--- src/design/pngu_pkg.sv ---
// package: shared types and constants of the png scanline unfilter
`default_nettype none
package pngu_pkg;

  localparam int MAX_ROW_BYTES = 65536;
  localparam int COL_W         = $clog2(MAX_ROW_BYTES);
  localparam int LEN_W         = 17;
  localparam int BPP_W         = 3;
  localparam int ADDR_W        = 3;
  localparam int DATA_W        = 32;

  localparam logic [BPP_W-1:0] BPP_MAX       = 3'd4;
  localparam logic [LEN_W-1:0] ROW_LEN_MAX   = LEN_W'(MAX_ROW_BYTES);
  localparam logic [7:0]       FILTER_MAX    = 8'd4;

  // register index, taken from paddr[2]
  localparam logic REG_BPP     = 1'b0;
  localparam logic REG_ROW_LEN = 1'b1;

  typedef enum logic [2:0] {
    FILT_NONE  = 3'd0,
    FILT_SUB   = 3'd1,
    FILT_UP    = 3'd2,
    FILT_AVG   = 3'd3,
    FILT_PAETH = 3'd4
  } filter_kind_t;

  // clamped configuration as seen by the front end
  typedef struct packed {
    logic [1:0]       bpp_sel;   // bytes per pixel minus one
    logic [LEN_W-1:0] row_len;   // 1 .. MAX_ROW_BYTES
  } cfg_t;

  // one classified byte on its way to the back end
  typedef struct packed {
    logic             is_error;
    logic [7:0]       data_byte;
    filter_kind_t     filter;
    logic [COL_W-1:0] column;
    logic             first;
    logic             last;
    logic             have_above;
    logic [1:0]       bpp_sel;
  } item_t;

endpackage
`default_nettype wire

--- src/design/pngu_if.sv ---
// interfaces: input byte channel and result channel
`default_nettype none
interface pngu_in_if;
  logic       valid;
  logic       ready;
  logic [7:0] data_byte;
  logic       image_start;

  modport source (output valid, output data_byte, output image_start, input ready);
  modport sink   (input valid, input data_byte, input image_start, output ready);
endinterface

`default_nettype wire

--- src/design/pngu_front.sv ---
// front end: row tracking, filter byte decode and byte classification
`default_nettype none
module pngu_front (
  input  wire logic          clk,
  input  wire logic          rst_n,
  pngu_in_if.sink            in_ch,
  input  wire logic [pngu_pkg::BPP_W-1:0] bpp_raw,
  input  wire logic [pngu_pkg::LEN_W-1:0] row_len_raw,
  output logic               push_valid,
  output pngu_pkg::item_t    push_item,
  input  wire logic          push_ready
);

  pngu_pkg::cfg_t cfg;

  logic                        halted_r, halted_nxt;
  logic                        have_prior_r, have_prior_nxt;
  logic                        awaiting_r, awaiting_nxt;
  logic [pngu_pkg::COL_W-1:0]  column_r, column_nxt;
  pngu_pkg::filter_kind_t      filter_r, filter_nxt;

  logic                        halted_e, have_prior_e, awaiting_e;
  logic [pngu_pkg::COL_W-1:0]  column_e;
  logic                        accept, last;

  // clamp out-of-range register values
  always_comb begin
    if (bpp_raw == '0) begin
      cfg.bpp_sel = 2'd0;
    end else if (bpp_raw > pngu_pkg::BPP_MAX) begin
      cfg.bpp_sel = 2'd3;
    end else begin
      cfg.bpp_sel = 2'(bpp_raw - 3'd1);
    end
    if (row_len_raw == '0) begin
      cfg.row_len = pngu_pkg::LEN_W'(1);
    end else if (row_len_raw > pngu_pkg::ROW_LEN_MAX) begin
      cfg.row_len = pngu_pkg::ROW_LEN_MAX;
    end else begin
      cfg.row_len = row_len_raw;
    end
  end

  assign in_ch.ready = push_ready;
  assign accept      = in_ch.valid && push_ready;

  // image start overrides the row state
  assign halted_e     = in_ch.image_start ? 1'b0 : halted_r;
  assign have_prior_e = in_ch.image_start ? 1'b0 : have_prior_r;
  assign awaiting_e   = in_ch.image_start ? 1'b1 : awaiting_r;
  assign column_e     = in_ch.image_start ? '0 : column_r;

  assign last = ({1'b0, column_e} + pngu_pkg::LEN_W'(1)) >= cfg.row_len;

  always_comb begin
    halted_nxt     = halted_e;
    have_prior_nxt = have_prior_e;
    awaiting_nxt   = awaiting_e;
    column_nxt     = column_e;
    filter_nxt     = filter_r;
    push_valid     = 1'b0;

    push_item.is_error   = 1'b0;
    push_item.data_byte  = in_ch.data_byte;
    push_item.filter     = filter_r;
    push_item.column     = column_e;
    push_item.first      = (column_e == '0);
    push_item.last       = last;
    push_item.have_above = have_prior_e;
    push_item.bpp_sel    = cfg.bpp_sel;

    if (!halted_e) begin
      if (awaiting_e) begin
        if (in_ch.data_byte > pngu_pkg::FILTER_MAX) begin
          halted_nxt         = 1'b1;
          push_valid         = in_ch.valid;
          push_item.is_error = 1'b1;
        end else begin
          filter_nxt   = pngu_pkg::filter_kind_t'(in_ch.data_byte[2:0]);
          awaiting_nxt = 1'b0;
          column_nxt   = '0;
        end
      end else begin
        push_valid = in_ch.valid;
        if (last) begin
          have_prior_nxt = 1'b1;
          awaiting_nxt   = 1'b1;
          column_nxt     = '0;
        end else begin
          column_nxt = column_e + pngu_pkg::COL_W'(1);
        end
      end
    end
  end

  always_ff @(posedge clk) begin
    if (!rst_n) begin
      halted_r     <= 1'b0;
      have_prior_r <= 1'b0;
      awaiting_r   <= 1'b1;
      column_r     <= '0;
      filter_r     <= pngu_pkg::FILT_NONE;
    end else if (accept) begin
      halted_r     <= halted_nxt;
      have_prior_r <= have_prior_nxt;
      awaiting_r   <= awaiting_nxt;
      column_r     <= column_nxt;
      filter_r     <= filter_nxt;
    end
  end

endmodule
`default_nettype wire

--- src/flat_wrapper.sv ---
// flat-port wrapper written by rule: the top's interface ports become plain ports
module pngu_front_flat 
  (clk, rst_n, bpp_raw, row_len_raw, push_valid, push_item, push_ready, in_ch_valid, in_ch_data_byte, in_ch_image_start, in_ch_ready);
  pngu_in_if in_ch_i ();
  input  wire logic clk;
  input  wire logic rst_n;
  input  wire logic [pngu_pkg::BPP_W-1:0] bpp_raw;
  input  wire logic [pngu_pkg::LEN_W-1:0] row_len_raw;
  output logic push_valid;
  output pngu_pkg::item_t push_item;
  input  wire logic push_ready;
  input wire logic [$bits(in_ch_i.valid)-1:0] in_ch_valid;
  input wire logic [$bits(in_ch_i.data_byte)-1:0] in_ch_data_byte;
  input wire logic [$bits(in_ch_i.image_start)-1:0] in_ch_image_start;
  output wire logic [$bits(in_ch_i.ready)-1:0] in_ch_ready;
  assign in_ch_i.valid = in_ch_valid;
  assign in_ch_i.data_byte = in_ch_data_byte;
  assign in_ch_i.image_start = in_ch_image_start;
  assign in_ch_ready = in_ch_i.ready;
  pngu_front u_core (.clk(clk), .rst_n(rst_n), .in_ch(in_ch_i), .bpp_raw(bpp_raw), .row_len_raw(row_len_raw), .push_valid(push_valid), .push_item(push_item), .push_ready(push_ready));
endmodule
--- config.mk ---
export PLATFORM = sky130hd
export DESIGN_NAME = pngu_front_flat
export DESIGN_NICKNAME = d
export VERILOG_FILES = /design/src/design/pngu_pkg.sv /design/src/design/pngu_if.sv /design/src/design/pngu_front.sv /design/src/flat_wrapper.sv
export SDC_FILE = /design/constraint.sdc
export NUM_CORES = 1
export LEC_CHECK = 0
export ABC_AREA = 1
export BUFFER_PORTS_ARGS = -buffer_cell sky130_fd_sc_hd__clkbuf_2
export CORE_UTILIZATION = 48
export CTS_BUF_LIST = sky130_fd_sc_hd__clkbuf_16
export DETAILED_ROUTE_END_ITERATION = 16
export PLACE_DENSITY = 0.77
export SYNTH_ARGS = -nofsm -noshare
export SYNTH_HDL_FRONTEND = slang
export SYNTH_SLANG_ARGS = --single-unit
--- constraint.sdc ---
create_clock -name clk -period 2.9 [get_ports clk]
set_clock_uncertainty 0.2 [all_clocks]
set_input_delay 0.145 -clock clk [delete_from_list [all_inputs] [get_ports clk]]
set_output_delay 0.145 -clock clk [all_outputs]
set_load 0.05 [all_outputs]
==> results of run 1 <==
[timing repair]
action	4_1_cts	5_1_grt
hold endpoints to repair	2	0
pin swaps	12	8
hold buffers	2	0
resized for setup	8	19
setup buffers	3	4
gates cloned	0	0
endpoints found under the setup margin	14	19
[registers in the layout, indices dropped and copies added, names as in the netlist]
name and flops:
u_core.awaiting_r 1, u_core.column_r 16, u_core.filter_r 3, u_core.halted_r 1, u_core.have_prior_r 1
[final cells by class]
type,instances,share of cell area (%)
multi-input combinational,265,53.11
timing repair buffer,110,21.63
sequential,22,13.29
inverter,54,6.325
tap,67,2.507
clock buffer,3,2.246
clock inverter,1,0.8982
[power groups by stage]
stage | combinational [W] | clock [W] | sequential, W
finish | 0.000289 | 0.000403 | 0.000317
global route | 0.000312 | 0.000413 | 0.000317
CTS | 0.000275 | 0.000405 | 0.000316
detailed placement | 0.000267 | 0 | 0.000323
global placement | 0.000263 | 0 | 0.000322
floorplan | 0.000194 | 0 | 0.000322
[routing by layer]
layer | vias up | routed length [um] | share of wire [%] | track usage [%]
li1 | 1368 | - | - | -
met1 | 1250 | 3000 | 40 | 35.17
met2 | 132 | 3627 | 49 | 47.91
met3 | 20 | 643 | 8.6 | 5.075
met4 | 0 | 163 | 2.2 | 6.624
met5 | - | 0 | 0 | 0
[synthesized netlist by cell type (all sizes together)]
cell type   n  share of area, %
nand2      88                16
inv        52               8.2
nor2       46                13
a21oi      32               6.6
dfxtp      22                18
ha         20                10
nand3      19               5.3
o21ai      18               3.7
buf        17               5.7
nand4      17               4.6
xor2        7               3.4
nor4        6               1.5
o21bai      3              0.91
clkinv      2              0.35
nor3        2              0.41
nor3b       2              0.61
a21o        1              0.30
and3        1              0.25
and3b       1              0.36
clkbuf      1              0.15
o211ai      1              0.30
xnor2       1              0.36
[placed cells by master (no fill, tap or decap), types with 3 or more instances in the layout]
| cell | Yosys | final |
|---|---|---|
| inv_2 | 6 | 10 |
| nor2_2 | 3 | 7 |
| nand3_1 | 15 | 13 |
| nand2_1 | 74 | 70 |
| nor4_1 | 6 | 6 |
| dfxtp_1 | 22 | 19 |
| nand2_2 | 10 | 14 |
| dfxtp_2 | 0 | 3 |
| clkbuf_16 | 0 | 4 |
| xor2_1 | 4 | 4 |
| nand4_1 | 16 | 16 |
| inv_1 | 45 | 41 |
| ha_1 | 20 | 18 |
| clkbuf_2 | 0 | 66 |
| buf_6 | 0 | 4 |
| xor2_2 | 3 | 3 |
| nand3_2 | 2 | 4 |
| nor2_4 | 9 | 11 |
| buf_4 | 12 | 35 |
| o21ai_0 | 18 | 18 |
| nand2_4 | 4 | 4 |
| nor2_1 | 29 | 23 |
| a21oi_1 | 31 | 24 |
| a21oi_2 | 1 | 8 |
| nor2_8 | 5 | 5 |
| o21bai_1 | 3 | 3 |
[metrics by stage]
step | area, um2 | setup WS [ns] | instances | hold WS (ns)
after floorplan | 2531 | -0.1009 | 359 | 0.07590
after global placement | 3064 | -0.02125 | 509 | 0.2324
after detailed placement | 3064 | -0.05597 | 509 | 0.2393
after CTS | 3239 | -0.03600 | 518 | 0.01655
after global routing | 3343 | -0.2802 | 522 | 0.06007
final | 3343 | -0.09756 | 522 | 0.01096
[worst max path at each step]
stage                                  start                 end  slack [ns]  cells after the start
after floorplan            in_ch_image_start  u_core.column_r[4]       -0.10                     20
after global placement     in_ch_image_start        push_item[3]       -0.02                     17
after detailed placement   in_ch_image_start        push_item[3]       -0.06                     19
after CTS                 u_core.column_r[1]        push_item[3]       -0.04                     17
after global routing      u_core.column_r[0]  u_core.column_r[5]       -0.28                     19
final                     u_core.column_r[0]  u_core.column_r[5]        -0.1                     19
[worst register-to-register path: cells and delay by family (launching register included)]
family,cells,cell delay (ns)
and+or+nand+nor,11,1.13
buffers and inverters,4,0.47
adders and majority gates,2,0.43
DFF,1,0.34
AOI/OAI and AO/OA,1,0.20
xor gates and xnor gates,1,0.16
[logic make-up after synthesis]
kind of cell / count (synthesis)
simple gates: 182
flops: 22
buf+inv: 72
fa+ha+maj: 20
compound gates: 55
xor+xnor: 8
==> qor.txt, run 1 <==
status -> finished with violations
failing checks -> negative setup slack
Avg Cell Area, Syn -> 6.866 um2
average routed wire per standard cell -> 14.24 um
vias in the first global route -> 2469
Lkg Pwr -> 1.645 nW
Final WS setup -> -0.09756 ns
Initial Util -> 51.17%
Fin. Hold Viols -> 0
Clock Tree Buf Depth -> 2
Finished Core Util -> 69.40%
Synthesized Nets -> 412
Worst path max stage delay -> 0.34 ns
Cell Area, Synth -> 2465 um2
Switch Pwr -> 0.0003280 W
initial antenna violation count -> 0
clock power share -> 40.0%
GRT Total Usage -> 27.61%
pin count of the biggest net entering global routing -> 20
Die W -> 73.66 um
drt first-iter violations -> 190
worst hold stages -> 3
flops & latches, synth -> 22
post-synthesis mux area share -> 0%
core area -> 4817 um2
share of cells above drive strength 1 -> 41.76%
delay-heaviest family, CP -> simple AND/OR/NAND/NOR gates
post-synthesis sequential area ratio -> 17.87%
Peak VDD IR -> 227.5 uV
Netlist cell types -> 38
Worst Hold Class -> input pin to flop
PD cells -> 301.6 nW/um2
Endpoint, Worst Hold -> u_core.filter_r[0]
CTS tree -> yes
Combinational Power Share -> 28.6%
grt ovf -> 0
Clk Latency, worst-skew pair -> 0.26 ns
total power draw -> 0.001008 W
CP Capture Type -> flop
Setup violations, final -> 7
Die Ht -> 73.66 um
compound-cell area share of the yosys netlist -> 11.83%
placer's final routability congestion estimate -> 0.9722
post-synthesis simple-gate area fraction -> 41.98%
Max Cap Viol -> 0
Layout Nets -> 509
sequential share of power -> 31.4%
TNS Setup -> -0.2874 ns
largest family of logic cells by synthesized area -> simple AND/OR/NAND/NOR gates
diode count -> 0
Slew Limit Fails -> 0
Final Cycle Share -> 103.4%
port buffer count -> 67
Syn Inst Count -> 359
vias per cell -> 5.307
switching portion of total power -> 32.54%
Reg2Reg Depth -> 19
internal power -> 0.0006801 W
Worst slew margin -> 62.68%
Sequential Area -> 444.2 um2
CP Cell Sequence -> inv_2, nor2_4, ha_4, nand3_4, nor2_4, buf_4, xor2_2, ha_1, nand2_1, nor2_2, nand3_1, nor2_1, nor2_1, nand2_1, nor2_4, buf_6, buf_6, nand4_1, a21oi_2
RSZ-0062 raised after global routing -> true
total number of vias -> 2770
CP Class -> flop to flop
io pins -> 68
area grow syn2layout -> 35.63%
crit path DAT -> 2.98 ns
Final HPWL DP -> 5.438 mm
Detailed Route WL -> 7.434 mm
hold path start -> in_ch_data_byte[0]
multi-input logic area -> 1775 um2
adder-cell share of the synthesized area -> 10.15%
Yosys warning count -> 0
critical path buffer and inverter count -> 4
RR Endpoint -> u_core.column_r[5]
f_max -> 0.3336 GHz
Final ANT Viol Nets -> 0
worst reg-to-reg setup slack -> -0.1 ns
root buffer cell -> clkbuf_16
fillers -> 417
clock slew at reported path FFs -> 0.07 ns
min cycle time layout -> 2.998 ns
Least-Margin Pin Slew -> 0.5593 ns
CP Launch Type -> flop
cell mode on critical path -> nor2_4
first-pass GRT wire length -> 11.50 mm
Max FO, Critical Path -> 7
worst r2r src -> u_core.column_r[0]
# H-tree levels -> 1
# rows -> 25
Sink Count -> 22
CP required -> 2.88 ns
First-pass DRT Iterations -> 9
die area -> 5426 um2
Slowest-stage cell, CP -> dfxtp_2
drt drc -> 0
TritonCTS buffer count -> 3
xor-xnor portion of the synthesized cell area -> 3.756%
No activity file was read; power rests on OpenSTA's default activity.
==> run 2: changes to the inputs <==
ABC_AREA = 0   (was 1)
CORE_UTILIZATION = 46   (was 48)
==> run 2 against run 1 <==
Effect of this change:
- the flow still finishes with violations (negative setup slack)
- sequential power hardly changed
- via count is 6.1% lower
- setup slack worse by 0.59 ns
- final area is 3.8% lower
- critical path depth is 5 lower
- fmax is 17% lower
- cell count is 15% lower
==> qor.txt, run 2 <==
status -> finished with violations
failing checks -> negative setup slack
Least-Margin Pin Slew -> 1.024 ns
Synthesized Nets -> 316
Setup violations, final -> 19
post-route insts no fill -> 444
flops & latches, synth -> 22
Max Cap Viol -> 0
clock slew at reported path FFs -> 0.06 ns
drt drc -> 0
Final HPWL DP -> 5.040 mm
worst reg-to-reg setup slack -> -0.63 ns
CP Launch Type -> flop
# rows -> 23
CP Class -> flop to output pin
CP Capture Type -> output pin
Clk Latency, worst-skew pair -> 0.26 ns
top post-synthesis cells by area -> dfxtp_1 22%, ha_1 12%, nand2_1 7.4%
f_max -> 0.2785 GHz
io pins -> 68
port buffer count -> 67
commonest non-fill, non-tap cells in the layout -> 77 x buf_4, 66 x clkbuf_2, 37 x nand2_1
ys flop type -> dfxtp_1
Clock Tree Buf Depth -> 2
RSZ-0062 raised after global routing -> true
area leader, netlist -> dfxtp_1
grt ovf -> 0
Final WS setup -> -0.6901 ns
# H-tree levels -> 1
Lkg Pwr -> 1.648 nW
Fin. Hold Viols -> 0
pin count of the biggest net entering global routing -> 15
Endpoint, Worst Hold -> u_core.awaiting_r
commonest non-fill, non-tap cell in the layout -> buf_4
vias per cell -> 5.858
Synth top area share -> 21.71%
fraction of registers with async set/reset -> 0%
largest family of logic cells by synthesized area -> simple AND/OR/NAND/NOR gates
post-place setup slack -> -0.5390 ns
Final ANT Viol Nets -> 0
Top reg by flops -> u_core.column_r
worst hold stages -> 2
compound-cell area share of the yosys netlist -> 18.08%
adder-cell share of the synthesized area -> 12.34%
Max FO, Critical Path -> 4
Worst Hold Class -> input pin to flop
number of synthesized flops with an enable pin -> 0
CTS tree -> yes
min cycle time layout -> 3.590 ns
core area -> 4115 um2
Slew Limit Fails -> 0
CP required -> 2.56 ns
max reg flops -> 16
post-synthesis sequential area ratio -> 21.71%
Worst slew margin -> 31.48%
Sink Count -> 22
Final Cycle Share -> 123.8%
placer's final routability congestion estimate -> 0.9264
post-synthesis mux area share -> 0%
RR Endpoint -> u_core.column_r[0]
Syn Inst Count -> 263
TritonCTS buffer count -> 3
xor-xnor portion of the synthesized cell area -> 5.614%
first-pass GRT wire length -> 10.76 mm
average routed wire per standard cell -> 16.98 um
diode count -> 0
First-pass DRT Iterations -> 5
Layout Nets -> 448
Detailed Route WL -> 7.538 mm
hold path start -> rst_n
initial antenna violation count -> 0
die area -> 4679 um2
worst r2r src -> u_core.column_r[5]
area grow syn2layout -> 58.61%
Cell Area, Synth -> 2028 um2
Initial Util -> 49.29%
Reg2Reg Depth -> 15
vias in the first global route -> 2269
Die Ht -> 68.40 um
crit path DAT -> 3.25 ns
Finished Core Util -> 78.17%
total number of vias -> 2601
fillers -> 259
Netlist cell types -> 50
total power draw -> 0.0009071 W
GRT Total Usage -> 31.41%
post-synthesis simple-gate area fraction -> 34.11%
PD cells -> 282.0 nW/um2
Largest regs -> u_core.column_r x16, u_core.filter_r x3
Post-synth top cells -> 40 x nand2_1, 22 x dfxtp_1, 20 x ha_1, 18 x nor2b_1, 14 x nor2_1
placed cells -> 432
share of cells above drive strength 1 -> 49.75%
Yosys warning count -> 0
root buffer cell -> clkbuf_16
Avg Cell Area, Syn -> 7.712 um2
Peak VDD IR -> 327.6 uV
Die W -> 68.40 um
drt first-iter violations -> 257
top-count cell post-synth -> nand2_1
-- run 2: cell types whose count changed in the layout (fill, tap and decap cells not counted), moves of 11 or more --
| cell | delta |
|---|---|
| nor2_1 | -11 |
| nand2_1 | -33 |
| a21oi_1 | -17 |
| inv_1 | -34 |
| nand2_2 | -12 |
| buf_4 | +42 |
| nor2b_1 | +13 |
-- run 2: final cells by class --
class                           count  area, um2  area share, %
Tap cell                           50      62.56          1.945
Multi-Input combinational cell    209       1592          49.47
Clock buffer                        3      75.07          2.334
Sequential cell                    22      447.9          13.92
Timing Repair Buffer              149      994.7          30.92
Inverter                           10      41.29          1.284
Clock inverter                      1      3.754         0.1167
-- run 2: what timing repair did --
| action | CTS | global route |
|---|---|---|
| resized for setup | 15 | 18 |
| endpoints found under the hold margin | 3 | 0 |
| hold buffers | 3 | 0 |
| buffers inserted | 2 | 3 |
| pin swaps | 13 | 16 |
| gates cloned | 0 | 0 |
| endpoints found under the setup margin | 19 | 19 |
-- run 2: through the flow --
stage	hold WS, ns	TNS (ns)	area (um2)
finish	0.04272	-11.20	3217
global placement	0.2170	-9.114	2904
CTS	0.03711	-8.759	3104
detailed placement	0.2339	-9.219	2904
global route	0.06179	-14.02	3217
floorplan	0.08331	-9.700	2095
-- run 2: layer usage --
metal | vias to the layer above | global-route usage, % | share of wire [%]
met5 | - | 0 | 0
met4 | 0 | 14.32 | 3.9
met3 | 35 | 6.667 | 9.0
met2 | 189 | 51.59 | 48
met1 | 1166 | 38.84 | 39
li1 | 1211 | - | -
-- run 2: worst max-delay path by stage --
stage / start / endpoint / cells past startpoint
floorplan: u_core.column_r[0] / u_core.column_r[0] / 15
global placement: in_ch_image_start / u_core.column_r[14] / 16
detailed placement: in_ch_image_start / u_core.column_r[0] / 16
CTS: u_core.column_r[5] / push_item[3] / 14
global route: u_core.column_r[5] / push_item[3] / 14
finish: u_core.column_r[5] / push_item[3] / 14
-- run 2: cell families (layout without fill, tap and decap cells) --
kind of cell,count (synthesis),count (layout)
AO/OA/AOI/OAI,53,53
XOR/XNOR,13,13
adder cells (fa/ha/maj),20,20
buffers and inverters,32,163
flip-flops,22,22
AND/OR/NAND/NOR,123,123
-- run 2: where the power goes --
part	switching [W]	total, W	internal, W
Sequential	0.00000663	0.000315	0.000309
Clock	0.000122	0.000306	0.000185
Combinational	0.000174	0.000285	0.000111
Total	0.000303	0.000907	0.000604
-- run 2: worst max-delay path, cell delays in order (launching register included) --
cell and delay, ns:
dfxtp_4 0.37, buf_6 0.11, nand2_1 0.07, inv_2 0.07
nand4_1 0.14, nor4_4 0.40, nand2_1 0.19, xnor2_2 0.29
ha_4 0.26, nand4_1 0.13, nor3_2 0.06, a2111o_1 0.48
nor2_4 0.17, inv_2 0.08, clkbuf_16 0.17
