<file path="config.mk">
export PLATFORM = sky130hd
export DESIGN_NAME = pngu_queue
export DESIGN_NICKNAME = d
export VERILOG_FILES = /design/src/design/pngu_pkg.sv /design/src/design/pngu_queue.sv
export SDC_FILE = /design/constraint.sdc
export NUM_CORES = 1
export LEC_CHECK = 0
export BUFFER_PORTS_ARGS = -buffer_cell sky130_fd_sc_hd__buf_2
export CAP_MARGIN = 20
export CORE_MARGIN = 4
export CORE_UTILIZATION = 54
export CTS_BUF_LIST = sky130_fd_sc_hd__clkbuf_8
export CTS_CLUSTER_SIZE = 28
export DETAILED_ROUTE_END_ITERATION = 12
export PLACE_DENSITY_LB_ADDON = 0.05
export SETUP_SLACK_MARGIN = 0.02
export SYNTH_ARGS = -nofsm -noshare
export SYNTH_HDL_FRONTEND = slang
export SYNTH_SLANG_ARGS = --single-unit
</file>
<file path="constraint.sdc">
create_clock -name clk -period 3.07 [get_ports clk]
set_clock_uncertainty 0.05 [all_clocks]
set_input_delay 0.1535 -clock clk [delete_from_list [all_inputs] [get_ports clk]]
set_output_delay 0.1535 -clock clk [all_outputs]
set_load 0.05 [all_outputs]
</file>
<file path="src/design/pngu_pkg.sv">
// package: shared types and constants of the png scanline unfilter
`default_nettype none
package pngu_pkg;

  localparam int MAX_ROW_BYTES = 65536;
  localparam int COL_W         = $clog2(MAX_ROW_BYTES);
  localparam int LEN_W         = 17;
  localparam int BPP_W         = 3;
  localparam int ADDR_W        = 3;
  localparam int DATA_W        = 32;

  localparam logic [BPP_W-1:0] BPP_MAX       = 3'd4;
  localparam logic [LEN_W-1:0] ROW_LEN_MAX   = LEN_W'(MAX_ROW_BYTES);
  localparam logic [7:0]       FILTER_MAX    = 8'd4;

  // register index, taken from paddr[2]
  localparam logic REG_BPP     = 1'b0;
  localparam logic REG_ROW_LEN = 1'b1;

  typedef enum logic [2:0] {
    FILT_NONE  = 3'd0,
    FILT_SUB   = 3'd1,
    FILT_UP    = 3'd2,
    FILT_AVG   = 3'd3,
    FILT_PAETH = 3'd4
  } filter_kind_t;

  // clamped configuration as seen by the front end
  typedef struct packed {
    logic [1:0]       bpp_sel;   // bytes per pixel minus one
    logic [LEN_W-1:0] row_len;   // 1 .. MAX_ROW_BYTES
  } cfg_t;

  // one classified byte on its way to the back end
  typedef struct packed {
    logic             is_error;
    logic [7:0]       data_byte;
    filter_kind_t     filter;
    logic [COL_W-1:0] column;
    logic             first;
    logic             last;
    logic             have_above;
    logic [1:0]       bpp_sel;
  } item_t;

endpackage
`default_nettype wire

</file>
<file path="src/design/pngu_queue.sv">
// two-entry queue between front and back end
`default_nettype none
module pngu_queue (
  input  wire logic             clk,
  input  wire logic             rst_n,
  input  wire logic             push_valid,
  input  wire pngu_pkg::item_t  push_item,
  output logic                  push_ready,
  output logic                  pop_valid,
  output pngu_pkg::item_t       pop_item,
  input  wire logic             pop_ready
);

  pngu_pkg::item_t slot_r [2];
  logic       wr_ptr_r, wr_ptr_nxt;
  logic       rd_ptr_r, rd_ptr_nxt;
  logic [1:0] count_r, count_nxt;
  logic       do_push, do_pop;

  assign push_ready = (count_r != 2'd2);
  assign pop_valid  = (count_r != 2'd0);
  assign pop_item   = slot_r[rd_ptr_r];
  assign do_push    = push_valid && push_ready;
  assign do_pop     = pop_valid && pop_ready;

  always_comb begin
    wr_ptr_nxt = do_push ? ~wr_ptr_r : wr_ptr_r;
    rd_ptr_nxt = do_pop ? ~rd_ptr_r : rd_ptr_r;
    count_nxt  = count_r + {1'b0, do_push} - {1'b0, do_pop};
  end

  always_ff @(posedge clk) begin
    if (!rst_n) begin
      wr_ptr_r <= 1'b0;
      rd_ptr_r <= 1'b0;
      count_r  <= 2'd0;
    end else begin
      wr_ptr_r <= wr_ptr_nxt;
      rd_ptr_r <= rd_ptr_nxt;
      count_r  <= count_nxt;
    end
  end

  always_ff @(posedge clk) begin
    if (do_push) begin
      slot_r[wr_ptr_r] <= push_item;
    end
  end

endmodule
`default_nettype wire

</file>
==> results of run 1 <==
[how the worst max path moves through the flow]
stage | cells past startpoint | end | start
after floorplan | 3 | slot_r[0][0]$_DFFE_PP_ | count_r[0]$_SDFF_PN0_
after global placement | 3 | pop_item[8] | register
after detailed placement | 3 | slot_r[0][3]$_DFFE_PP_ | count_r[0]$_SDFF_PN0_
after CTS | 3 | pop_item[7] | register
after global routing | 3 | pop_item[7] | register
final | 3 | pop_item[7] | register
[kinds of logic after synthesis]
logic type                 share of synthesized area, %
muxes                                              17.8
buffers and inverters                              2.71
AOI/OAI and AO/OA                                 0.316
and+or+nand+nor                                    2.21
xor gates and xnor gates                          0.948
DFF                                                75.1
adders and majority gates                         0.902
[cells in the final DEF, fill, tap and decap left out, drive strengths merged]
master / n
buf: 72
edfxtp: 66
dlygate4sd3: 33
mux2: 33
clkbuf: 9
dfxtp: 5
clkinv: 5
xnor2: 3
nand2b: 2
nand2: 2
nor2b: 2
and2: 2
ha: 2
o21a: 1
or2: 1
inv: 1
and3: 1
nor2: 1
mux2i: 1
clkinvlp: 1
bufinv: 1
[synth_stat cells]
library cell	n
sky130_fd_sc_hd__inv_1	1
sky130_fd_sc_hd__or2_2	1
sky130_fd_sc_hd__nor2b_1	2
sky130_fd_sc_hd__mux2_4	30
sky130_fd_sc_hd__buf_6	1
sky130_fd_sc_hd__edfxtp_1	66
sky130_fd_sc_hd__o21a_2	1
sky130_fd_sc_hd__and3_1	1
sky130_fd_sc_hd__dfxtp_1	5
sky130_fd_sc_hd__mux2_2	3
sky130_fd_sc_hd__ha_1	2
sky130_fd_sc_hd__nand2_1	2
sky130_fd_sc_hd__and2_1	2
sky130_fd_sc_hd__buf_12	3
sky130_fd_sc_hd__nand2b_1	2
sky130_fd_sc_hd__mux2i_1	1
sky130_fd_sc_hd__xnor2_1	3
sky130_fd_sc_hd__nor2_1	1
[flip-flops by register name (all words and copies together) (netlist names), named ones only]
| register | cells |
|---|---|
| rd_ptr_r | 1 |
| slot_r | 66 |
| wr_ptr_r | 1 |
| count_r | 2 |
[layout make-up]
| cell class | count | area (um2) | area share [%] |
|---|---|---|---|
| sequential | 71 | 2080 | 56.7 |
| clock buffer | 9 | 124 | 3.37 |
| timing repair buffer | 105 | 693 | 18.9 |
| multi-input combinational | 51 | 624 | 17.0 |
| clock inverter | 7 | 63.8 | 1.74 |
| inverter | 1 | 3.75 | 0.102 |
| tap | 67 | 83.8 | 2.28 |
[per-stage QoR]
stage	instance area [um2]	hold slack [ps]	total power, uW
5_1_grt	3680	56.5	3310
2_1_floorplan	2770	202	2300
3_5_place_dp	3160	295	2460
3_3_place_gp	3160	290	2430
4_1_cts	3680	37.5	3190
6_report	3680	53.2	3170
[worst max-delay path, cell delays in order (launching register included)]
cell and delay, ps:
sky130_fd_sc_hd__dfxtp_2 750, sky130_fd_sc_hd__buf_4 380, sky130_fd_sc_hd__mux2_4 330, sky130_fd_sc_hd__buf_2 210
[repair_timing]
action / 4_1_cts / 5_1_grt
hold buffers: 33 / 0
gates resized for setup: 0 / 0
endpoints found under the hold margin: 66 / 0
[per-layer routing]
layer  routed length, um  track usage (%)
met1                1880             18.1
met2                2740             30.6
met3                 278             5.08
met4                  56             8.76
met5                   0                0
[where the power goes]
group | internal [uW] | leakage [uW] | switching (uW)
Clock | 368 | 0.0000941 | 333
Combinational | 404 | 0.000715 | 751
Sequential | 1220 | 0.000658 | 88.2
==> flow_summary.ini, run 1 <==
[run_status]
run_status = complete, no violations

[clocking]
cts.root.buffer_cell = sky130_fd_sc_hd__clkbuf_8
clk_transition_reported_paths_ps = 70
clock-sinks = 71
insertion_delay_ps = 330
max-clock-path-buffers = 2
postCtsSetupRepairBufs = 0
tritoncts = done
cts_made_buffers = 9
htree_levels = 3

[drt]
drt_first_pass_iters = 4
remaining_routing_drc_violations = 0
routedWlPerCell_um = 15.9
final_antenna_net_count = 0
drt_first_iter_violations = 74
viasPerCell = 4.75
drt-total-wl_um = 4960
routed-via-count = 1477

[floorplan]
core_area_um2 = 4850
fp.dieArea_um2 = 6340
die_height_um = 79.7
die_w_um = 79.7
num_rows = 25
ioPinCount = 72
start_util_pct = 57.2

[place]
pre_cts_slack_ps = 1160
dpl.cell_count = 262
hpwl_um = 2910
place.port_buffers = 71
gpl.final_weighted_congestion = 0.664

[grt]
global_route_wire_length_before_repair_um = 7800
grt_usage_pct = 17.1
first_global_vias = 1603
globalRouteOverflowTotal = 0
largest_net_degree_at_the_start_of_global_routing = 34
number_of_antenna_violations_at_the_first_check_in_global_routing = 0

[setup_path]
start_kind = register
regToRegSetupSlack_ps = 1210
timing_worst_setup_path_type = reg2out
critical_path_arrival_ps = 2000
worst_r2r_path_depth = 3
critical_path_peak_fanout = 21
r2r-start = count_r[0]$_SDFF_PN0_
cp_data_required_time_ps = 2870
worstReg2RegEnd = slot_r[0][20]$_DFFE_PP_
endpoint_kind = primary output

[synthesis]
synth.ff_latch_count = 71
synth_cells = 127
yosysSeqAreaShare_pct = 75.1
avgSynthCellArea_um2 = 21.8
synth_top_cells_by_area = sky130_fd_sc_hd__edfxtp_1, sky130_fd_sc_hd__mux2_4, sky130_fd_sc_hd__dfxtp_1
synth_top_area_cell = sky130_fd_sc_hd__edfxtp_1
yosysUniqueCellTypes = 18
net_count_after_synthesis = 166
synthesis.area_um2 = 2770
synth_warnings = 0
synth_largest_type_area_fraction_pct = 71.5

[timing]
max_freq_mhz = 453
finalMaxSlewViolations = 0
hold_viol_final = 0
relSlewSlack_pct = 36.8
finalWorstSetupSlack_ps = 863
setup_tns_ps = 0
max_slew.worst_pin.slew_ps = 946
final_critical_delay_including_setup_and_external_delays_ps = 2210
rsz0062_at_grt = false
min_period_over_period_pct = 71.9
setup_viol = 0

[pwr]
power_density_nw_per_um2 = 861
leakage_uw = 0.00147
max-vdd-ir-drop_mv = 0.592

[finish]
nFillCells = 293
area_growth_syn_to_layout_pct = 32.6
antenna-diode-count = 0
non_filler_instance_count_after_layout = 311
drive_gt1_share_pct = 50.8
layout.nets = 278
final_core_util_pct = 75.8

[worst_hold_path]
startpoint_of_the_most_critical_hold_path = rst_n
hold_path.class = in2reg
hold_end = count_r[0]$_SDFF_PN0_
min_path_cells = 2

[flow_run]
max-cap-violations = 0
No activity file was read; power rests on OpenSTA's default activity.
==> inputs of run 2 (changes only) <==
- clock period: 3.07 -> 2.2 ns (I/O delays scaled with it)
==> run 2 against run 1 <==
Combinational power is 47% higher. Cell count is 1.6% higher. Hold slack better by 87 ps. Wire length is 3.6% lower. Critical endpoint is now count_r[1]$_SDFF_PN0_.
==> flow_summary.ini, run 2 (synthesized netlist as in run 1, its figures left out) <==
[run_status]
run_status = complete, no violations

[setup_path]
max_stage_delay_cell_worst_path = sky130_fd_sc_hd__dfxtp_1
crit_chain = nand2b_1 -> nand2_1 -> ha_1 -> inv_1 -> ha_1 -> xnor2_1 -> xnor2_1 -> and2_1
worst_r2r_path_depth = 8
cpPeakStageDelay_ps = 370
timing_worst_setup_path_type = reg2reg
endpoint_kind = register
worstReg2RegEnd = count_r[1]$_SDFF_PN0_
start_kind = register
regToRegSetupSlack_ps = 430
cp_data_required_time_ps = 2370
critical_path_peak_fanout = 4
critical_path_arrival_ps = 1940
r2r-start = count_r[0]$_SDFF_PN0_

[clocking]
htree_levels = 3
max-clock-path-buffers = 2
clk_transition_reported_paths_ps = 70
tritoncts = done
cts-hold-fix-buffers = 34
cts.repair.resized = 0
cts_made_buffers = 9
cts.root.buffer_cell = sky130_fd_sc_hd__clkbuf_8
insertion_delay_ps = 320
clock-sinks = 71
postCtsSetupRepairBufs = 0

[drt]
routedWlPerCell_um = 15.1
routed-via-count = 1471
remaining_routing_drc_violations = 0
drt_first_pass_iters = 4
viasPerCell = 4.66
detailroute.wirelength.met3_um = 295
drt_first_iter_violations = 77
drt-met1-wl_um = 1840
final_antenna_net_count = 0
drt-total-wl_um = 4780
top_layer_used = met4
wl_met2_um = 2610

[grt]
number_of_antenna_violations_at_the_first_check_in_global_routing = 0
first_global_vias = 1648
grt_usage_pct = 16.4
global_route_wire_length_before_repair_um = 7610
largest_net_degree_at_the_start_of_global_routing = 21
globalRouteOverflowTotal = 0

[pwr]
max-vdd-ir-drop_mv = 0.792
power_density_nw_per_um2 = 1190
leakage_uw = 0.00150

[finish]
top_register = slot_r
nFillCells = 288
layout.nets = 283
max_reg_flops = 66
biggestRegsByFlops = slot_r: 66 flops, count_r: 2 flops
layout.cells.most_common = sky130_fd_sc_hd__buf_2
commonest_cells_after_routing_fill_and_taps_aside = sky130_fd_sc_hd__buf_2, sky130_fd_sc_hd__edfxtp_1, sky130_fd_sc_hd__dlygate4sd3_1
area_growth_syn_to_layout_pct = 34.8
antenna-diode-count = 0
non_filler_instance_count_after_layout = 316
drive_gt1_share_pct = 51.8

[floorplan]
die_height_um = 79.7
ioPinCount = 72
die_w_um = 79.7
core_area_um2 = 4850
num_rows = 25
start_util_pct = 57.2
fp.dieArea_um2 = 6340

[timing]
hold_viol_final = 0
rsz0062_at_grt = false
relSlewSlack_pct = 76.6
finalMaxSlewViolations = 0
setup_viol = 0
final_critical_delay_including_setup_and_external_delays_ps = 1770
max_slew.worst_pin.slew_ps = 350
finalWorstSetupSlack_ps = 435
min_period_over_period_pct = 80.2
max_freq_mhz = 567
setup_tns_ps = 0

[worst_hold_path]
hold_end = wr_ptr_r$_SDFFE_PN0N_
startpoint_of_the_most_critical_hold_path = push_valid
min_path_cells = 3
hold_path.class = in2reg

[flow_run]
max-cap-violations = 0

[place]
gpl.final_weighted_congestion = 0.664
dpl.cell_count = 266
place.port_buffers = 71
hpwl_um = 3120
pre_cts_slack_ps = 435
## run 2: cell count changes in the layout (fill, tap and decap cells not counted)
cell / change
sky130_fd_sc_hd__buf_4: +3
sky130_fd_sc_hd__clkinv_1: -1
sky130_fd_sc_hd__clkinv_4: +1
sky130_fd_sc_hd__clkinv_2: -1
sky130_fd_sc_hd__buf_12: +1
sky130_fd_sc_hd__dlygate4sd3_1: +1
sky130_fd_sc_hd__inv_6: +1
## run 2: area by class of cell
type	count	area, um2	area share (%)
Multi-Input combinational cell	51	624	16.7
Clock inverter	7	72.6	1.94
Inverter	1	3.75	0.100
Tap cell	67	83.8	2.24
Sequential cell	71	2080	55.7
Timing Repair Buffer	110	746	20.0
Clock buffer	9	124	3.31
## run 2: power breakdown
group	total [uW]	internal, uW	switching [uW]
Clock	996	525	471
Combinational	1710	593	1110
Sequential	1760	1700	64.7
Total	4470	2820	1650
## run 2: how the worst max path moves through the flow
stage / cells past startpoint / slack, ps / end / start
3_5_place_dp: 8 / 440 / count_r[1]$_SDFF_PN0_ / count_r[0]$_SDFF_PN0_
4_1_cts: 8 / 420 / count_r[1]$_SDFF_PN0_ / count_r[0]$_SDFF_PN0_
6_report: 8 / 430 / count_r[1]$_SDFF_PN0_ / count_r[0]$_SDFF_PN0_
3_3_place_gp: 8 / 540 / count_r[1]$_SDFF_PN0_ / count_r[0]$_SDFF_PN0_
5_1_grt: 8 / 270 / count_r[1]$_SDFF_PN0_ / count_r[0]$_SDFF_PN0_
2_1_floorplan: 8 / 100 / count_r[1]$_SDFF_PN0_ / count_r[0]$_SDFF_PN0_
## run 2: worst max-delay path: cells and delay by family (launching register included)
| kind | cells | cell delay, ps |
|---|---|---|
| adder cells (fa/ha/maj) | 2 | 500 |
| flip-flops | 1 | 370 |
| AND/OR/NAND/NOR | 3 | 450 |
| buffers and inverters | 1 | 40 |
| XOR/XNOR | 2 | 260 |
## run 2: metrics by stage
stage	total power, uW	util [%]	instance area, um2	hold slack [ps]
6_report	4470	77.1	3740	141
5_1_grt	4660	77.1	3740	160
4_1_cts	4520	77.1	3740	119
3_5_place_dp	3470	66.0	3200	254
3_3_place_gp	3420	66.0	3200	248
2_1_floorplan	3210	-	2780	159
## run 2: routing by layer
layer	global-route usage, %	up-vias
met5	0	-
met2	28.8	47
met1	17.5	700
li1	-	722
met3	4.51	2
met4	9.28	0
==> inputs of run 3 (changes only) <==
- ABC_AREA: unset -> 1
- clock period: 2.2 -> 1.65 ns (I/O delays scaled with it)
==> run 3 against run 2 <==
Flip-flop and latch count is the same. Cell count grew 4.4%. Core utilization grew 2.4 points. Die area grew 0.16%. Wire length grew 8.0%. Sequential power grew 37%. Critical path type is now reg2out. Critical endpoint is now pop_item[31]. Largest cell class unchanged.
==> flow_summary.ini, run 3 <==
[drt]
final_antenna_net_count = 0
drt-met1-wl_um = 1980
drt_first_pass_iters = 4
viasPerCell = 4.72
top_layer_used = met4
routedWlPerCell_um = 15.6
remaining_routing_drc_violations = 0
detailroute.wirelength.met3_um = 308
drt_first_iter_violations = 97
drt-total-wl_um = 5160
wl_met2_um = 2800
routed-via-count = 1559

[clocking]
tritoncts = done
clk_transition_reported_paths_ps = 70
cts_made_buffers = 9
htree_levels = 3
insertion_delay_ps = 330
cts.root.buffer_cell = sky130_fd_sc_hd__clkbuf_8
max-clock-path-buffers = 2
clock-sinks = 71

[finish]
area_growth_syn_to_layout_pct = 38.8
biggestRegsByFlops = slot_r: 66 flops, count_r: 2 flops
non_filler_instance_count_after_layout = 330
antenna-diode-count = 0
postLayoutCellArea_um2 = 3850
layout.cells.most_common = sky130_fd_sc_hd__buf_2
drive_gt1_share_pct = 51.3
commonest_cells_after_routing_fill_and_taps_aside = sky130_fd_sc_hd__buf_2, sky130_fd_sc_hd__edfxtp_1, sky130_fd_sc_hd__dlygate4sd3_1
top_register = slot_r
layout.nets = 297
max_reg_flops = 66

[synthesis]
synthesis.area_um2 = 2780
ys.flop_type = sky130_fd_sc_hd__edfxtp_1
synth_top_cells_by_area = sky130_fd_sc_hd__edfxtp_1, sky130_fd_sc_hd__mux2_4, sky130_fd_sc_hd__dfxtp_1
synth_largest_type_area_fraction_pct = 71.4
most_used_standard_cell_by_instance_count_after_synthesis = sky130_fd_sc_hd__edfxtp_1
synth_warnings = 0
yosysSeqAreaShare_pct = 75.0
net_count_after_synthesis = 178
netlist_top_cells_count = sky130_fd_sc_hd__edfxtp_1, sky130_fd_sc_hd__mux2_4, sky130_fd_sc_hd__nand2_1, sky130_fd_sc_hd__nor2_1, sky130_fd_sc_hd__inv_1
yosysUniqueCellTypes = 12
synth.ff_latch_count = 71
avgSynthCellArea_um2 = 20.0
synth_top_area_cell = sky130_fd_sc_hd__edfxtp_1
postSynth.asyncResetShare_pct = 0
number_of_enable_type_register_cells_in_the_synthesized_netlist = 66
synth_cells = 139

[grt]
global_route_wire_length_before_repair_um = 8210
first_global_vias = 1717
globalRouteOverflowTotal = 0
number_of_antenna_violations_at_the_first_check_in_global_routing = 0
largest_net_degree_at_the_start_of_global_routing = 21
grt_usage_pct = 17.7

[pwr]
power_density_nw_per_um2 = 1620
total_power_uw = 6250
leakage_uw = 0.00157
max-vdd-ir-drop_mv = 0.966

[flow_run]
max-cap-violations = 0

[run_status]
run_status = complete, no violations

[timing]
final_critical_delay_including_setup_and_external_delays_ps = 1580
rsz0062_at_grt = true
setup_tns_ps = 0
max_slew.worst_pin.slew_ps = 260
setup_viol = 0
finalMaxSlewViolations = 0
hold_viol_final = 0
min_period_over_period_pct = 95.6
finalWorstSetupSlack_ps = 71.9
max_freq_mhz = 634
relSlewSlack_pct = 82.8

[setup_path]
critical_path_arrival_ps = 1450
start_kind = register
endpoint_kind = primary output
regToRegSetupSlack_ps = 130
cp_data_required_time_ps = 1520
timing_worst_setup_path_type = reg2out
critical_path_peak_fanout = 13

[floorplan]
ioPinCount = 72
fp.dieArea_um2 = 6360
start_util_pct = 57.3
die_height_um = 79.7
num_rows = 25
core_area_um2 = 4850
die_w_um = 79.7

[place]
gpl.final_weighted_congestion = 0.673
hpwl_um = 3320
pre_cts_slack_ps = 85.5
dpl.cell_count = 279
place.port_buffers = 71
placed_area_um2 = 3260

[worst_hold_path]
hold_path.class = in2reg
-- run 3: changes by cell type after synthesis, sizes merged, moves of 2 or more --
cell | previous run | this run
nor2b | 2 | 0
nand2b | 2 | 0
nand3 | 0 | 3
inv | 1 | 7
nor2 | 1 | 8
xnor2 | 3 | 0
a21oi | 0 | 2
nand2 | 2 | 9
and2 | 2 | 0
-- run 3: timing repair --
action / in CTS / in global routing
hold buffers: 34 / 0
endpoints found under the hold margin: 71 / 0
cloned: 0 / 1
resized for setup: 1 / 6
setup endpoints to repair: 13 / 14
setup buffers: 0 / 0
-- run 3: layout make-up --
type / count / area (um2)
Clock buffer: 9 / 124
Multi-Input combinational cell: 57 / 624
Sequential cell: 71 / 2090
Clock inverter: 7 / 88.8
Fill cell: 275 / 993
Timing Repair Buffer: 112 / 816
Tap cell: 67 / 83.8
Inverter: 7 / 30.0
-- run 3: worst paths after layout --
check	start	to	cells after the start
worst max-delay path	register	pop_item[31]	3
worst min-delay path	push_valid	wr_ptr_r$_SDFFE_PN0N_	3
worst max register to register	count_r[0]$_SDFF_PN0_	count_r[1]$_SDFF_PN0_	10
worst min register to register	rd_ptr_r$_SDFFE_PN0P_	register	2
-- run 3: worst max-delay path, cell delays in order, from the launching register on --
cell                      delay (ps)
sky130_fd_sc_hd__dfxtp_4         400
sky130_fd_sc_hd__buf_12          180
sky130_fd_sc_hd__mux2_4          320
sky130_fd_sc_hd__buf_2           220
-- run 3: logic make-up (layout without fill, tap and decap cells) --
kind of cell | count (synthesis) | after routing | synth area share, %
flops | 71 | 71 | 75.0
buf+inv | 11 | 135 | 3.51
fa+ha+maj | 2 | 2 | 0.901
compound gates | 2 | 2 | 0.360
simple gates | 20 | 20 | 2.84
mux | 33 | 33 | 17.4
-- run 3: report_power, final --
part	switching (uW)	total (uW)	internal [uW]	leakage (uW)
Sequential	119	2410	2290	0.000659
Combinational	1550	2400	851	0.000801
Clock	603	1440	840	0.000106
Total	2270	6250	3980	0.00157
-- run 3: per-stage QoR --
step | hold WS (ps) | utilization (%)
floorplan | 126 | -
global placement | 220 | 67.1
detailed placement | 226 | 67.1
CTS | 11.3 | 78.6
global route | 56.6 | 79.5
finish | 33.3 | 79.5
-- run 3: metal layers --
layer	track usage [%]	vias to the layer above
met5	0	-
met4	7.04	0
met3	4.85	6
met2	31.1	55
met1	20.2	739
li1	-	759
